File: src/hw/rtl/lfru_pkg.sv
// Package of the expert slot cache: constants, register indexes and the
// command and status structs between controller and datapath. No dependencies.
package lfru_pkg;

    localparam int DEF_MAX_LAYERS  = 64;
    localparam int BUCKETS         = 4;
    localparam int DEF_MAX_SLOTS   = 16;
    localparam int DEF_EXPERT_BITS = 9;

    localparam int USE_W   = 32;
    localparam int STAMP_W = 64;

    localparam int CFG_IDX_W  = 2;
    localparam int CFG_DATA_W = 10;

    localparam logic [6:0] RST_LAYERS_IN_USE  = 7'd64;
    localparam logic [4:0] RST_SLOTS_PER_CELL = 5'd16;
    localparam logic [9:0] RST_EXPERTS_IN_USE = 10'd512;

    typedef enum logic [CFG_IDX_W-1:0] {
        CFG_LAYERS_IN_USE  = 2'd0,
        CFG_SLOTS_PER_CELL = 2'd1,
        CFG_EXPERTS_IN_USE = 2'd2
    } cfg_index_t;

    typedef struct packed {
        logic capture;
        logic scan_start;
        logic scan_step;
        logic commit;
        logic out_load;
    } lfru_cmd_t;

    typedef struct packed {
        logic err;
        logic scan_done;
    } lfru_status_t;

endpackage

File: src/hw/rtl/lfru_ctrl.sv
// Controller of the expert slot cache: sequences capture, scan, commit and result.
// Depends on lfru_pkg for the command and status structs.
module lfru_ctrl import lfru_pkg::*; (
    input  logic         aclk,
    input  logic         aresetn,
    input  logic         s_tvalid,
    output logic         s_tready,
    output logic         m_tvalid,
    input  logic         m_tready,
    input  lfru_status_t status,
    output lfru_cmd_t    cmd
);

    typedef enum logic [2:0] {
        ST_IDLE,
        ST_LOOKUP,
        ST_SCAN,
        ST_COMMIT,
        ST_RESULT
    } state_t;

    state_t state_reg;
    logic   m_tvalid_reg;
    logic   out_free;

    assign out_free = !m_tvalid_reg || m_tready;
    assign s_tready = (state_reg == ST_IDLE);
    assign m_tvalid = m_tvalid_reg;

    always_comb begin
        cmd            = '0;
        cmd.capture    = (state_reg == ST_IDLE) && s_tvalid;
        cmd.scan_start = (state_reg == ST_LOOKUP) && !status.err;
        cmd.scan_step  = (state_reg == ST_SCAN);
        cmd.commit     = (state_reg == ST_COMMIT);
        cmd.out_load   = (state_reg == ST_RESULT) && out_free;
    end

    always_ff @(posedge aclk) begin
        if (!aresetn) begin
            state_reg    <= ST_IDLE;
            m_tvalid_reg <= 1'b0;
        end else begin
            if (cmd.out_load) begin
                m_tvalid_reg <= 1'b1;
            end else if (m_tready) begin
                m_tvalid_reg <= 1'b0;
            end
            unique case (state_reg)
                ST_IDLE: begin
                    if (s_tvalid) begin
                        state_reg <= ST_LOOKUP;
                    end
                end
                ST_LOOKUP: begin
                    state_reg <= status.err ? ST_RESULT : ST_SCAN;
                end
                ST_SCAN: begin
                    if (status.scan_done) begin
                        state_reg <= ST_COMMIT;
                    end
                end
                ST_COMMIT: begin
                    state_reg <= ST_RESULT;
                end
                ST_RESULT: begin
                    if (out_free) begin
                        state_reg <= ST_IDLE;
                    end
                end
                default: begin
                    state_reg <= ST_IDLE;
                end
            endcase
        end
    end

endmodule

File: config.mk
export PLATFORM = sky130hd
export DESIGN_NAME = lfru_ctrl
export DESIGN_NICKNAME = d
export VERILOG_FILES = /design/src/hw/rtl/lfru_pkg.sv /design/src/hw/rtl/lfru_ctrl.sv
export SDC_FILE = /design/constraint.sdc
export NUM_CORES = 1
export LEC_CHECK = 0
export BUFFER_PORTS_ARGS = -buffer_cell sky130_fd_sc_hd__buf_4
export CAP_MARGIN = 20
export CORE_AREA = 2 2 39 41
export DETAILED_ROUTE_END_ITERATION = 8
export DIE_AREA = 0 0 41 43
export PLACE_DENSITY = 0.41
export SLEW_MARGIN = 0
export SYNTH_ARGS = -nofsm -noshare
export SYNTH_HDL_FRONTEND = slang
export SYNTH_SLANG_ARGS = --single-unit
File: constraint.sdc
create_clock -name aclk -period 2.7 [get_ports aclk]
set_input_delay 0.27 -clock aclk [delete_from_list [all_inputs] [get_ports aclk]]
set_output_delay 0.27 -clock aclk [all_outputs]
set_load 0.05 [all_outputs]
======== Yosys cells after proc, flatten, opt, wreduce, memory -nomap -nowiden ========
Index checks and enable logic that the tools add are counted.
operators by class
  multiplexer cells ....................... 7
  reductions and logical operators ........ 9
  equal/unequal tests ..................... 7
operator list
  operator                                        number
  one-hot mux 3 bit (5 select lines)              1
  2-to-1 mux 3 bit                                4
  == test 3 x 2 -> 1 bit (second input constant)  2
  inequality test 2 bit (second input constant)   3
  == test 3 x 1 -> 1 bit (second input constant)  1
  == test 3 bit (second input constant)           1
  logical AND 1 bit                               3
  logical NOT 3 bit                               1
  AND reduction 3 bit                             1
  logical NOT 1 bit                               2
  2-to-1 mux 1 bit                                2
  nonzero test 2 bit                              1
  logical OR 1 bit                                1
word-level totals
  register bits ........................... 4

======== Depth between registers and ports, before layout ========
  depth after elaboration ................. 4
  gate-level depth with buffers ........... 3

======== Worst setup path before layout ========
Ideal clock, no wire load.
  kind .................................... flip-flop to output port
  start point ............................. register state_reg[1]
  end point ............................... output cmd[4] (netlist bit)
  data arrival time ....................... 2.091 ns
  stages on the path, launching flop included .. 4
  required time ........................... 2.430 ns
  setup slack ............................. 0.339 ns
  path through ............................ dfxtp_1 -> buf_6 -> nor3_1 -> and2_1
RTL lines
  element                   line             RTL
  start: declaration        lfru_ctrl.sv:22  state_t state_reg;
  start signal: assignment  lfru_ctrl.sv:56  state_reg <= status.err ? ST_RESULT : ST_SCAN;
  end: declaration          lfru_ctrl.sv:11  output lfru_cmd_t cmd

==> run metrics <==
clk_skew=about 4.6 ps; Largest register FFs=3; DRC marker count from the first detailed-route iteration=0; LEAKAGE=~0.15 nW; initial antenna violation count=0; Worst EP arrival=approximately 1400 ps; minimum clock period=~1600 ps; reg2reg path depth=2; Post-Syn Nets=32; HPWL after DPL=about 410 µm; die width=roughly 41 µm; worst hold path type=input port to flip-flop; critical path depth=3; Flop pwr share=0.350; Hold Vio Cnt, Final=0; switching share of total power=0.307; Cell variety after synth=16; CP peak stage delay=between 400 and 500 ps; gpl congestion=slightly below 0.6; Power Dens Cells=between 500 and 600 nW/µm²; clock network fraction of design power=0.382; period utilization=0.606; Worst setup EP type=output port; max-cap violation count=0; f_max=about 610 MHz; CP required=~2400 ps; placed cell areas=between 300 and 400 µm²; commonest non-fill, non-tap cell in the layout=buf_4; n_diodes=0; YS warnings=0; Via-to-Cell Ratio=~4; DRC violations left=0; worst rel slew slack=0.836; Crit-path slowest cell=or3b_4; largest net degree at the start of global routing=9; status=complete, no violations; setup violation total in the final timing report=0; row count=14; share of cells above drive strength 1=0.425; fillers=between 150 and 200; WP buf/inv=1; Slew @ Worst Pin=~250 ps; RSZ-0062 raised after global routing=false; CTS resizes=0; Worst Setup EP=cmd[0]; via count=219; CP startpoint kind=flip-flop; clock buffer depth=2; setup_tns=0 ps; clock sinks=4; CTS tree=yes; Core Area=1380 µm²; Setup Fix Bufs, Post-CTS=0; Synth Area per Inst=roughly 8.7 µm²; critical path cell sequence=or3b_4 -> nor2b_1 -> buf_4; cell family with most CP delay=simple AND/OR/NAND/NOR gates; post-synthesis register bit count=4; CTS Buf Count=3; Global Route Usage Sum=0.0793; number of global-route vias before repair=approximately 220; Worst Path Max Fanout=8; H-tree depth=1; initial core utilization=0.163; design area=between 300 and 400 µm²; fin cells=between 50 and 60; Pins Over Slew Limit=0; DRT Wirelength=roughly 520 µm; DRT Pass-1 Iters=1; port bufs=12; combinational share of power=0.269; Post-CTS Hold Fix Bufs=0; VDD IR max=about 0.00021 V; number of routed nets with antenna violations=0; Die Span Y=between 40 and 50 µm; synthesized instance count=26; critical path class=flip-flop to output port; R2R Path End=state_reg[2]$_SDFFE_PN0P_; Reg clk slew, reported paths=about 40 ps; Critical Path Start=state_reg[1]$_SDFFE_PN0P_; die area=1760 µm²; root buffer cell=clkbuf_4; Post-Syn Area=225 µm²; Placed Cells=53; most frequent cells in the layout=12 x buf_4, 4 x dfxtp_1, 3 x nor2_1, 3 x nor3_1, 3 x clkbuf_4; clock latency on the worst-skew pair=230 ps; area grow syn2layout=53.9%; WL/cell=9.21 µm; nets@finish=48; P_int=between 100 and 150 µW; R2R Path Start=state_reg[0]$_SDFFE_PN0P_; switching power=around 58 µW; register area share after synthesis=0.356; # IOs=13; grt ovf=0; FF-to-FF setup slack=1670 ps; first-pass GRT wire length=848 µm
[tightest hold or removal path: stages]
cell,delay [ps]
buf_4,90
inv_1,50
a21oi_2,90
[cell usage after synthesis]
library cell,count,area share
or2b_1,2,0.067
or3b_1,1,0.039
mux2i_1,1,0.044
o32ai_1,1,0.039
buf_6,1,0.050
nor3_1,3,0.067
a21oi_2,1,0.039
nand3b_1,1,0.033
a21oi_1,1,0.022
nor2_1,3,0.050
and2_1,1,0.028
nand2b_1,2,0.056
or3b_4,1,0.050
inv_1,2,0.033
nor2b_1,1,0.028
dfxtp_1,4,0.36
[power by group through the flow]
| stage | Clock, mW | Sequential, mW | Combinational [mW] |
|---|---|---|---|
| 2_1_floorplan | 0 | 0.0664 | 0.0349 |
| 3_3_place_gp | 0 | 0.0669 | 0.0511 |
| 3_5_place_dp | 0 | 0.0669 | 0.0510 |
| 4_1_cts | 0.0769 | 0.0661 | 0.0512 |
| 5_1_grt | 0.0846 | 0.0666 | 0.0539 |
| 6_report | 0.0721 | 0.0661 | 0.0508 |
[cells by family (layout without fill, tap and decap cells)]
logic type	count (synthesis)	in the layout	synth area share
AND/OR/NAND/NOR	15	15	0.417
buffers and inverters	3	17	0.0833
multiplexers	1	1	0.0444
flip-flops	4	4	0.356
AO/OA/AOI/OAI	3	3	0.100
[final cells by class]
class | count | area, µm² | share of cell area
inverters | 2 | 7.51 | 0.0217
multi-input cells | 19 | 126 | 0.365
clock buffers | 3 | 22.5 | 0.0650
flip-flops and latches | 4 | 80.1 | 0.231
well taps | 16 | 20.0 | 0.0578
repair buffers | 12 | 90.1 | 0.260
[per-layer routing]
layer  track usage  up-vias  wire length, µm
met4        0.0600        0                5
met1        0.0932       87              264
li1              -      117                -
met2        0.0813       13              169
met3        0.0785        2               77
met5             0        -                0
[worst min-delay path by stage]
stage | slack (ps) | depth (start not counted) | endpoint | start
global placement | 510 | 2 | m_tvalid$_SDFFE_PN0P_ | m_tvalid$_SDFFE_PN0P_
CTS | 310 | 3 | m_tvalid$_SDFFE_PN0P_ | aresetn
global route | 310 | 3 | m_tvalid$_SDFFE_PN0P_ | aresetn
finish | 310 | 3 | m_tvalid$_SDFFE_PN0P_ | aresetn
floorplan | 410 | 2 | m_tvalid$_SDFFE_PN0P_ | aresetn
detailed placement | 510 | 1 | state_reg[0]$_SDFFE_PN0P_ | state_reg[0]$_SDFFE_PN0P_
[stage by stage]
stage | total power [mW] | utilization | hold WS, ps | setup slack (ps)
2_1_floorplan | 0.101 | - | 410 | 339
3_3_place_gp | 0.118 | 0.234 | 506 | 1330
3_5_place_dp | 0.118 | 0.234 | 511 | 1330
4_1_cts | 0.194 | 0.250 | 307 | 1060
5_1_grt | 0.205 | 0.250 | 313 | 987
6_report | 0.189 | 0.250 | 312 | 1060
(Power assumes the default switching activity.)
